## src/sv/trsr_pkg.sv

```systemverilog
// ----------------------------------------------------------------------------
// trsr_pkg: shared definitions for the triangle slice range block
// Field widths, pipeline widths, register indexes and the records that pass
// between the front end, the queue and the back end.
// ----------------------------------------------------------------------------
package trsr_pkg;

	localparam int FRAC_BITS   = 16;
	localparam int MAX_SLICES  = 1024;
	localparam int CNT_W       = 11;
	localparam int COORD_W     = 32;
	localparam int DIST_W      = 32;
	localparam int NUM_VERT    = 3;
	localparam int NUM_AXIS    = 3;
	localparam int IN_W        = NUM_VERT * NUM_AXIS * COORD_W;

	localparam int DIFF_W      = COORD_W + 1;
	localparam int PROD_W      = DIFF_W + COORD_W;
	localparam int SUM_W       = PROD_W + 2;
	localparam int OFF_W       = CNT_W + 1 + COORD_W;
	localparam int NUM_W       = OFF_W + 1;
	// The slice numerator stays below 2^42 in magnitude.
	localparam int ABS_W       = 43;
	localparam int DEN_W       = COORD_W + 1;
	localparam int IDX_W       = CNT_W;
	localparam int QUO_W       = FRAC_BITS + IDX_W;
	localparam int BOUND_W     = IDX_W + 2;

	localparam int OUT_IDX_W   = 10;
	localparam int OUT_W       = 88;
	localparam int OUT_PAD     = OUT_W - 2 * OUT_IDX_W - 2 * DIST_W;

	localparam int QUEUE_DEPTH = 4;
	localparam int QPTR_W      = $clog2(QUEUE_DEPTH);
	localparam int QCNT_W      = QPTR_W + 1;

	localparam int REG_IDX_W   = 3;
	localparam int CFG_W       = 32;

	typedef enum logic [REG_IDX_W-1:0] {
		REG_ORIGIN_X,
		REG_ORIGIN_Y,
		REG_ORIGIN_Z,
		REG_NORMAL_X,
		REG_NORMAL_Y,
		REG_NORMAL_Z,
		REG_SLICE_COUNT,
		REG_SLICE_SPACING
	} reg_idx_t;

	typedef enum logic [1:0] {
		CLS_MISS,
		CLS_ALL,
		CLS_DIV
	} cls_t;

	typedef struct packed {
		logic [NUM_AXIS-1:0][COORD_W-1:0] origin;
		logic [NUM_AXIS-1:0][COORD_W-1:0] normal;
		logic [CNT_W-1:0]                 cnt;
		logic [COORD_W-1:0]               spacing;
	} cfg_t;

	typedef struct packed {
		logic [DIST_W-1:0] mn;
		logic [DIST_W-1:0] mx;
		cls_t              cls;
		logic [ABS_W-1:0]  amin;
		logic              nmin;
		logic [ABS_W-1:0]  amax;
		logic              nmax;
	} item_t;

endpackage

```

## src/sv/trsr_queue.sv

```systemverilog
// ----------------------------------------------------------------------------
// trsr_queue: short item queue between front end and back end
// A small register file with read and write pointers and a fill count.
// ----------------------------------------------------------------------------
module trsr_queue (
	input  logic            clk,
	input  logic            arst_n,
	input  logic            push,
	input  trsr_pkg::item_t push_item,
	output logic            full,
	input  logic            pop,
	output logic            empty,
	output trsr_pkg::item_t head
);
	import trsr_pkg::*;

	item_t             mem_q [QUEUE_DEPTH];
	logic [QPTR_W-1:0] wr_q, rd_q;
	logic [QCNT_W-1:0] cnt_q;
	logic              do_push, do_pop;

	assign full    = (cnt_q == QCNT_W'(QUEUE_DEPTH));
	assign empty   = (cnt_q == '0);
	assign do_push = push && !full;
	assign do_pop  = pop && !empty;
	assign head    = mem_q[rd_q];

	// The depth is a power of two, so the pointers wrap on their own.
	always_ff @(posedge clk or negedge arst_n) begin
		if (!arst_n) begin
			wr_q  <= '0;
			rd_q  <= '0;
			cnt_q <= '0;
		end else begin
			if (do_push) wr_q <= wr_q + QPTR_W'(1);
			if (do_pop) rd_q <= rd_q + QPTR_W'(1);
			if (do_push && !do_pop) cnt_q <= cnt_q + QCNT_W'(1);
			else if (!do_push && do_pop) cnt_q <= cnt_q - QCNT_W'(1);
		end
	end

	always_ff @(posedge clk) begin
		if (do_push) mem_q[wr_q] <= push_item;
	end

endmodule

```

## config.mk

```make
export PLATFORM = sky130hd
export DESIGN_NAME = trsr_queue
export DESIGN_NICKNAME = d
export VERILOG_FILES = /design/src/sv/trsr_pkg.sv /design/src/sv/trsr_queue.sv
export SDC_FILE = /design/constraint.sdc
export NUM_CORES = 1
export LEC_CHECK = 0
export BUFFER_PORTS_ARGS = -buffer_cell sky130_fd_sc_hd__buf_2
export CAP_MARGIN = 10
export CORE_MARGIN = 2
export CORE_UTILIZATION = 45
export CTS_BUF_LIST = sky130_fd_sc_hd__clkbuf_4 sky130_fd_sc_hd__clkbuf_8
export DETAILED_ROUTE_END_ITERATION = 6
export MAX_ROUTING_LAYER = met4
export PLACE_DENSITY = 0.66
export SYNTH_ARGS = -nofsm -noshare
export SYNTH_HDL_FRONTEND = slang
export SYNTH_SLANG_ARGS = --single-unit
```

## constraint.sdc

```tcl
create_clock -name clk -period 5.5 [get_ports clk]
set_input_delay 1.65 -clock clk [delete_from_list [all_inputs] [get_ports clk]]
set_output_delay 1.65 -clock clk [all_outputs]
set_load 0.1 [all_outputs]
```

==> Yosys cells after proc, flatten, opt, wreduce, memory -nomap -nowiden <==
Memories as Yosys holds them, arrays and structs flattened.
Cells that the tools add are included.
{ "classes": {"n_div": 0, "n_eq_ne": 1, "bitwise": 0, "addsub": 4, "mux": 4, "shift": 0, "reduce_logical": 10, "multipliers": 0, "order_cmp": 0} }
{ "op_table": {"columns": ["cell", "count"], "rows": [
  ["two-way mux 3 bit", 2],
  ["adder 2 x 1 -> 2 bit (second input constant)", 2],
  ["logical AND 1 bit", 4],
  ["logical NOT 1 bit", 4],
  ["adder 3 x 1 -> 3 bit (second input constant)", 1],
  ["equality test 3 bit (second input constant)", 1],
  ["logical NOT 3 bit", 1],
  ["subtractor 3 x 1 -> 3 bit (second input constant)", 1],
  ["two-way mux 1 bit", 2],
  ["nonzero test 2 bit", 1]
]} }
{ "totals": {"latch_bits": 0, "elab_cells": 23, "rom_bits": 0, "out_inout_bits": 156, "n_memories": 1, "regBits": 7, "ramBits": 616, "input_bits": 158} }
{ "memory_table": {"columns": ["memory", "depth", "width", "rd", "rd_ports_with_merged_regs", "write_ports", "line", "rtl"], "rows": [
  ["mem_q", 4, 154, 1, 0, 1, "trsr_queue.sv:17", "item_t mem_q [QUEUE_DEPTH];"]
]} }

==> Longest topological paths before layout <==
Gate-level depths: netlist (run 1).
{ "depth": {"depth_word": 7, "mapped_depth": 9, "ltp_nobuf": 8} }

==> Worst setup path before layout (run 1) <==
No wires, ideal clock.
{ "synth_path": {"kind": "in2reg", "startpoint": "input port push", "endpoint": "memory mem_q[0][0] (netlist bit) (enable)", "setup_time_ns": 0.532, "path_buffers": 1, "slack_ns": -0.494, "stages": 3, "arrival_time_ns": 5.462, "path_cell_list": "nor2b_1 -> buf_2 -> and2_1"} }
{ "synth_via": {"elab_chain_cells": 3} }
{ "synth_lines": {"columns": ["element", "line", "rtl"], "rows": [
  ["from (decl)", "trsr_queue.sv:8", "input logic push,"],
  ["logical AND 1 bit", "trsr_queue.sv:24", "assign do_push = push && !full;"],
  ["net do_push", "trsr_queue.sv:20", "logic do_push, do_pop;"],
  ["two-way mux 1 bit", "trsr_queue.sv:43", "if (do_push) mem_q[wr_q] <= push_item;"],
  ["two-way mux 1 bit (implied by the code)", "trsr_queue.sv:43", null],
  ["to (decl)", "trsr_queue.sv:17", null]
]} }
The timed path passes the listed nets, and every way through them passes these cells.

==> metrics.txt, run 1 <==
status=finished clean; max_slew headroom=0.371; CTS Buf Count=99; Setup Viol. Count Final=0; Avg WL per Cell=21.7 um; Worst Path Required=approximately 3.9 ns; r2r startpoint=cnt_q[2]; synthesis warning total=0; net count after synthesis=1005; crit-path cells=buf_4 -> mux4_2 -> buf_2; Hold Vio Cnt, Final=0; Setup TNS Final=0 ns; CTS H-tree lvls=3; Worst Clk Skew=around 0.03 ns; Avg Vias per Cell=between 5 and 6; Critical Path AT=between 2 and 3 ns; Die Wd=229 um; CP max stage cell=dfrtp_4; CTS tree=yes; share of post-route cells with drive strength above 1=0.498; Placer Congestion=a little over 0.7; cts repair resizes=0; vias in the first global route=between 10000 and 15000; min-delay src=cnt_q[2]; DRT iter0 DRCs=~610; WS Path Type=reg -> out; HP Class=reg -> reg; Setup crit start kind=flip-flop; hold buffers post-CTS=0; Clock transition at path regs=roughly 0.050 ns; Area Overhead vs Synth=19.3%; WHS Endpoint=cnt_q[2]; Unique masters post-synth=22; cell count after synthesis=around 840; fmax=approximately 0.22 GHz; commonest cells after routing, fill and taps aside=edfxtp_1 (616), buf_2 (313), mux4_2 (154); CP Capture Type=output pin; clock buffer depth=3; vias post-DR=between 10000 and 15000; post-route ant nets=0; initial antenna violation count=9; routed wire length=between 40 and 50 mm; GR Overflow Total=0; max cap viols=0; Die H=roughly 230 um; fin crit period=roughly 4.6 ns; Crit path largest cell delay=around 1.0 ns; CTS sink count=around 620; nets@finish=~1400; WHS Path Cells=1; Mean Syn Cell Area=roughly 27 um^2; fillcell total=3905; Pins Over Slew Limit=0; core footprint=roughly 50000 um^2; reg2reg setup slack=about 2.9 ns; RR Endpoint=mem_q[0][132]; largest net degree at the start of global routing=between 50 and 60; crit share post-route=0.843; area of the mapped netlist=22800 um^2; GRT Util Overall=0.176; RSZ-0062 raised after global routing=false; clock latency on the worst-skew pair=a little under 0.7 ns; number of buffers added on ports=313; TritonRoute pass-1 iters=6; root buf cell=clkbuf_8; Die Area=around 52000 um^2; Initial Util=0.455; Row Count=82; most common cell after layout, fill and taps aside=edfxtp_1; IO Pins=314; worst slew pin tran=between 0.9 and 1 ns; dpl hpwl=26.4 mm; CP max FO=37; Post CTS Setup Buffer Count=0; R2R cell count=4; FF+latch count, synth=between 600 and 700; DRC Markers=0; sequential area share after synthesis=0.820; first-pass GRT wire length=approximately 67 mm
==> synthesized netlist by cell type (all sizes together) <==
cell type  count  area share
nor2           1     0.00016
nand3          1     0.00022
nor2b          1     0.00028
mux2           2     0.00099
xor2           2     0.00077
edfxtp       616        0.81
buf           34       0.016
inv            4     0.00066
xnor2          4      0.0015
nor3b          1     0.00055
clkbuf         2     0.00033
dfrtp          7      0.0077
fa             1     0.00088
ha             5      0.0027
and2           4      0.0011
mux4         154        0.15
or3            1     0.00028
nand2          1     0.00016
==> flip-flops by register name (all words and copies together) (netlist names) <==
signal / count
rd_q: 2
wr_q: 2
cnt_q: 3
mem_q: 616
==> routing by layer <==
layer  part of all wire  wire [um]  GRT usage
met4              0.018        799     0.0556
met5                  0          0          -
met3              0.085       3730     0.0642
met1               0.40      17600      0.216
met2               0.49      21700      0.275
==> logic make-up (layout without fill, tap and decap cells) <==
group	after synthesis	after routing	synth area share
adders and majority gates	6	6	0.00363
other	0	11	0
muxes	156	156	0.153
DFF	623	623	0.820
and+or+nand+nor	10	10	0.00275
xor gates and xnor gates	6	6	0.00231
buffers and inverters	40	534	0.0175
==> final cells by class <==
class | count | area [um^2] | area share
clock buffers | 124 | 1560 | 0.0573
well taps | 672 | 841 | 0.0310
flip-flops and latches | 623 | 18700 | 0.688
diodes | 11 | 27.5 | 0.00101
repair buffers | 346 | 1990 | 0.0733
clock inverters | 60 | 339 | 0.0125
inverters | 4 | 15.0 | 0.000553
multi-input cells | 178 | 3700 | 0.136
==> through the flow <==
step / util / std cells / hold slack (ns) / instance area, um^2 / setup slack [ns]
finish: 0.542 / 2018 / 0.484 / 27100 / 0.864
global route: 0.542 / 2016 / 0.519 / 27100 / 0.606
CTS: 0.542 / 2007 / 0.490 / 27100 / 0.673
detailed placement: 0.504 / 1823 / 0.478 / 25200 / 1.44
global placement: 0.504 / 1823 / 0.469 / 25200 / 1.48
floorplan: - / 841 / 0.445 / 22800 / 1.23
==> worst max path at each step <==
stage	endpoint	cells past startpoint	slack [ns]	start
final	head[93]	3	0.86	rd_q[0]
after global routing	head[93]	3	0.61	rd_q[0]
after CTS	head[93]	3	0.67	rd_q[0]
after detailed placement	head[93]	3	1.44	rd_q[0]
after global placement	head[83]	3	1.48	rd_q[0]
after floorplan	mem_q[0][0]	3	1.23	push
==> worst max-delay path: cells and delay by family, from the launching register on <==
family / cells / cell delay [ns]
buffers and inverters: 2 / 0.70
muxes: 1 / 0.54
DFF: 1 / 1.04
Power of run 1 is left out: the tool's default activity adds up to more than one toggle a clock period on the data nets, which glitch-free logic cannot reach.
==> run 2, diff against run 1 <==
Settings changed: ABC_AREA set to 1.
Clock period 5.5 ns to 4.3 ns, I/O delays scaled along.
==> metrics.txt, run 2 <==
ys flop type=edfxtp_1 (unchanged); Area Overhead vs Synth=17.6% (was 19.3%); nets@finish=2358 (was 1416); placed cells=2788 (was 1823); Pins Over Slew Limit=0 (unchanged); area of the mapped netlist=24700 um^2 (was 22800 um^2); Hold Vio Cnt, Final=0 (unchanged); Clock transition at path regs=0.06 ns (was 0.05 ns); Mean Syn Cell Area=13.3 um^2 (was 27.1 um^2); sequential area share after synthesis=0.757 (was 0.820); fmax=approximately 0.25 GHz; CP max stage cell=dfrtp_4 (unchanged); Avg WL per Cell=17.2 um (was 21.7 um); commonest cells after routing, fill and taps aside=edfxtp_1 (616), nand2_1 (480), inv_1 (323) (was edfxtp_1 (616), buf_2 (313), mux4_2 (154)); Initial Util=0.456 (was 0.455); Die H=238 um (was 229 um); CTS tree=yes (unchanged); WS Path Type=reg -> out (unchanged); count leader, synth=edfxtp_1 (unchanged); Setup Viol. Count Final=0 (unchanged); R2R cell count=5 (was 4); core footprint=54000 um^2 (was 50100 um^2); register area=18700 um^2 (about the same); status=finished with violations (was finished clean); Setup crit start kind=flip-flop (unchanged); largest registers=mem_q x616, cnt_q x3 (unchanged); Crit. path cell count=5 (was 3); RSZ-0062 raised after global routing=false (unchanged); root buf cell=clkbuf_8 (unchanged); Util after Layout=0.537 (was 0.542); CTS sink count=623 (unchanged); IO Pins=314 (unchanged); FF+latch count, synth=623 (unchanged); CTS H-tree lvls=3 (unchanged); GR Overflow Total=0 (unchanged); GRT Util Overall=0.186 (was 0.176); Area contributors post-synth=edfxtp_1 (75%), o211ai_1 (9.4%), nand2_1 (7.3%) (was edfxtp_1 (81%), mux4_2 (15%), buf_12 (0.97%)); Synth area leader=edfxtp_1 (unchanged); first-pass GRT wire length=78.6 mm (was 67.0 mm); Synth top area share=0.750 (was 0.813); reg2reg setup slack=2.11 ns (was 2.87 ns); max_slew headroom=0.406 (was 0.371); cell count after synthesis=1858 (was 841); Placer Congestion=0.789 (was 0.712); crit-path leading delay family=buffers and inverters (was flip-flops); violated checks=DRC; vias post-DR=14784 (was 10419); area of the multi-input gates=4300 um^2 (was 3700 um^2); clock buffer depth=3 (unchanged); crit-path cells=inv_6 -> buf_4 -> o211ai_1 -> nand2_1 -> buf_2 (was buf_4 -> mux4_2 -> buf_2); hold buffers post-CTS=0 (unchanged); Worst Clk Skew=0.0170 ns (was 0.0307 ns); cts repair resizes=0 (unchanged); Most flops, register=mem_q (unchanged); vias in the first global route=14430 (was 11200); dpl hpwl=29.1 mm (was 26.4 mm); crit share post-route=0.929; max reg flops=616 (unchanged); net count after synthesis=2022 (was 1005); Worst Path Required=3.01 ns (was 3.85 ns); FFs w/ async S/R, synth=0.0112 (unchanged); crit path buf inv count=3 (was 2); DRT iter0 DRCs=770 (was 611); HP Class=in -> async (was reg -> reg); share of post-route cells with drive strength above 1=0.223 (was 0.498); worst slew pin tran=0.891 ns (was 0.944 ns); clock latency on the worst-skew pair=0.68 ns (about the same); Post CTS Setup Buffer Count=0 (unchanged); Unique masters post-synth=18 (was 22); fin crit period=around 4.0 ns; TritonRoute pass-1 iters=7 (was 6); number of buffers added on ports=313 (unchanged); post-route ant nets=0 (unchanged); Post-synth EDFFs=616 (unchanged); CP Capture Type=output pin (unchanged); DRC Markers=1 (was 0); synthesis warning total=0 (unchanged); largest net degree at the start of global routing=157 (was 52); Crit path largest cell delay=0.51 ns (was 1.04 ns); max cap viols=0 (unchanged); Critical Path AT=2.70 ns (was 2.99 ns); CTS Buf Count=100 (was 99); Row Count=85 (was 82); fillcell total=4466 (was 3905); CP max FO=49 (was 37); most common cell after layout, fill and taps aside=edfxtp_1 (unchanged); Die Wd=238 um (was 229 um); Die Area=56700 um^2 (was 52400 um^2); synth cell count leaders=edfxtp_1 (616), nand2_1 (480), inv_1 (324) (was edfxtp_1 (616), mux4_2 (154), buf_2 (16)); DP Worst Slack=0.981 ns (was 1.44 ns); routed wire length=51.2 mm (was 43.9 mm); fin cells=2978 (was 2018); final worst slack=0.307 ns (was 0.864 ns); initial antenna violation count=8 (was 9); Avg Vias per Cell=4.96 (was 5.16)
-- run 2: per-layer routing --
layer / vias up / part of all wire / GRT usage
li1: 7209 / - / -
met1: 7144 / 0.41 / 0.219
met2: 338 / 0.50 / 0.310
met3: 93 / 0.062 / 0.0515
met4: 0 / 0.022 / 0.0631
met5: - / 0 / -
-- run 2: final cells by class --
| type | count | share of cell area |
|---|---|---|
| flip-flops and latches | 623 | 0.644 |
| multi-input cells | 808 | 0.148 |
| well taps | 696 | 0.0300 |
| clock buffers | 143 | 0.0593 |
| clock inverters | 37 | 0.00708 |
| inverters | 325 | 0.0425 |
| diodes | 10 | 0.000863 |
| repair buffers | 336 | 0.0678 |
-- run 2: path summary, 6_finish.rpt --
kind | from | endpoint
max in group asynchronous | arst_n | rd_q[1]
hold / removal | arst_n | rd_q[0]
setup reg to reg | cnt_q[0] | mem_q[1][58]
setup / recovery | rd_q[1] | head[71]
hold reg to reg | cnt_q[2] | cnt_q[2]
min in group clk | cnt_q[2] | cnt_q[2]
-- run 2: logic make-up after synthesis --
| family | synth area share |
|---|---|
| xor+xnor | 0.000355 |
| buf+inv | 0.0698 |
| compound gates | 0.0940 |
| flops | 0.757 |
| simple gates | 0.0753 |
| fa+ha+maj | 0.00335 |
-- run 2: worst register-to-register path, cell delays in order, from the launching register on --
cell	delay, ns
dfrtp_1	0.41
inv_1	0.08
nand3_1	0.14
nand2_1	0.31
nor2_4	0.27
buf_12	0.41
-- run 2: stage by stage --
| step | setup TNS [ns] | area [um^2] | hold WS (ns) |
|---|---|---|---|
| floorplan | -1007.77 | 24700 | 0.463 |
| global placement | 0 | 27000 | 0.478 |
| detailed placement | 0 | 27000 | 0.508 |
| CTS | 0 | 29000 | 0.364 |
| global route | 0 | 29000 | 0.382 |
| finish | 0 | 29000 | 0.447 |
Power of run 2 is left out for the same reason.
==> run 3, diff against run 2 <==
Settings changed: CORE_ASPECT_RATIO set to 1.1.
==> metrics.txt, run 3 (synthesis results as in run 2) <==
HP Class=in -> async (unchanged); core footprint=54500 um^2 (was 54000 um^2); CP max FO=85 (was 49); Area Overhead vs Synth=18.4% (was 17.6%); first-pass GRT wire length=78.9 mm (was 78.6 mm); Row Count=90 (was 85); Setup Viol. Count Final=0 (unchanged); Avg Vias per Cell=4.88 (was 4.96); status=finished clean (was finished with violations); GR Overflow Total=0 (unchanged); max reg flops=616 (unchanged); r2r startpoint=cnt_q[0] (unchanged); Die Area=56700 um^2 (about the same); commonest cells after routing, fill and taps aside=edfxtp_1 (616), nand2_1 (480), inv_1 (323) (unchanged); Die Wd=227 um (was 238 um); Clock transition at path regs=0.06 ns (about the same); clock latency on the worst-skew pair=0.67 ns (was 0.68 ns); CTS H-tree lvls=3 (unchanged); Placer Congestion=0.771 (was 0.789); vias in the first global route=14737 (was 14430); vias post-DR=14795 (was 14784); dpl hpwl=30.6 mm (was 29.1 mm); crit share post-route=0.936 (was 0.929); largest registers=mem_q x616, cnt_q x3 (unchanged); Critical Path AT=2.73 ns (was 2.70 ns); routed wire length=51.9 mm (was 51.2 mm); hold buffers post-CTS=0 (unchanged); CTS tree=yes (unchanged); CP Capture Type=output pin (unchanged); largest net degree at the start of global routing=157 (unchanged); CTS Buf Count=99 (was 100); max_slew headroom=0.403 (was 0.406); crit path from=rd_q[0] (was rd_q[1]); Pins Over Slew Limit=0 (unchanged); post-route ant nets=0 (unchanged); initial antenna violation count=22 (was 8); DRT iter0 DRCs=679 (was 770); cts repair resizes=0 (unchanged); Worst Path Required=3.01 ns (about the same); Hold Vio Cnt, Final=0 (unchanged); Final Instance Area=29200 um^2 (was 29000 um^2); fmax=0.249 GHz (was 0.250 GHz); fin cells=3031 (was 2978); Worst Clk Skew=0.0190 ns (was 0.0170 ns); WS Path Type=reg -> out (unchanged); Avg WL per Cell=17.1 um (was 17.2 um); clock buffer depth=3 (unchanged); TritonRoute pass-1 iters=6 (was 7); Util after Layout=0.536 (was 0.537); placed cells=2836 (was 2788); root buf cell=clkbuf_8 (unchanged); Post CTS Setup Buffer Count=0 (unchanged); RSZ-0062 raised after global routing=false (unchanged); most common cell after layout, fill and taps aside=edfxtp_1 (unchanged); Initial Util=0.452 (was 0.456); max cap viols=0 (unchanged); final worst slack=0.276 ns (was 0.307 ns); Most flops, register=mem_q (unchanged); placed inst area=27200 um^2 (was 27000 um^2); nets@finish=2365 (was 2358); DP Worst Slack=0.958 ns (was 0.981 ns); GRT Util Overall=0.188 (was 0.186); number of buffers added on ports=313 (unchanged); DRC Markers=0 (was 1); worst slew pin tran=0.896 ns (was 0.891 ns); Die H=250 um (was 238 um); Setup crit start kind=flip-flop (unchanged); IO Pins=314 (unchanged); CTS sink count=623 (unchanged); share of post-route cells with drive strength above 1=0.223 (about the same); fin crit period=4.02 ns (was 3.99 ns)
-- run 3: changes by cell type in the layout (fill, tap and decap cells not counted) --
cell,previous run,this run
diode_2,10,22
clkbuf_4,40,31
buf_4,5,11
bufinv_16,1,5
clkinv_2,15,11
clkbuf_8,103,100
buf_12,18,20
clkinv_1,16,18
clkinv_8,0,2
inv_6,3,4
-- run 3: path summary, 6_finish.rpt --
kind	end	slack, ns	cells after the start
min in group clk	cnt_q[2]	0.52	2
max reg2reg	mem_q[1][138]	2.13	5
max in group asynchronous	rd_q[1]	3.66	1
max	head[47]	0.28	5
min	rd_q[0]	0.44	1
min reg2reg	cnt_q[2]	0.52	2
-- run 3: cell type report --
type / instances / area (um^2)
Antenna cell: 22 / 55.1
Clock buffer: 131 / 1610
Clock inverter: 42 / 354
Fill cell: 4607 / 25300
Inverter: 325 / 1230
Multi-Input combinational cell: 808 / 4300
Sequential cell: 623 / 18700
Tap cell: 736 / 921
Timing Repair Buffer: 344 / 2050
-- run 3: per-layer routing --
layer,track usage,vias up,part of all wire
met2,0.313,328,0.50
met3,0.0483,100,0.057
met4,0.0906,0,0.032
met1,0.210,7136,0.41
li1,-,7231,-
met5,-,-,0
-- run 3: stage by stage --
step	TNS [ns]	hold WS, ns
2_1_floorplan	-1007.77	0.463
3_3_place_gp	0	0.476
3_5_place_dp	0	0.509
4_1_cts	0	0.358
5_1_grt	0	0.398
6_report	0	0.445
-- run 3: critical path, stage by stage (launching register included) --
cell      delay, ns
dfrtp_1        0.45
inv_8          0.45
buf_12         0.35
o211ai_1       0.12
nand2_1        0.16
buf_2          0.44
Power of run 3 is left out for the same reason.
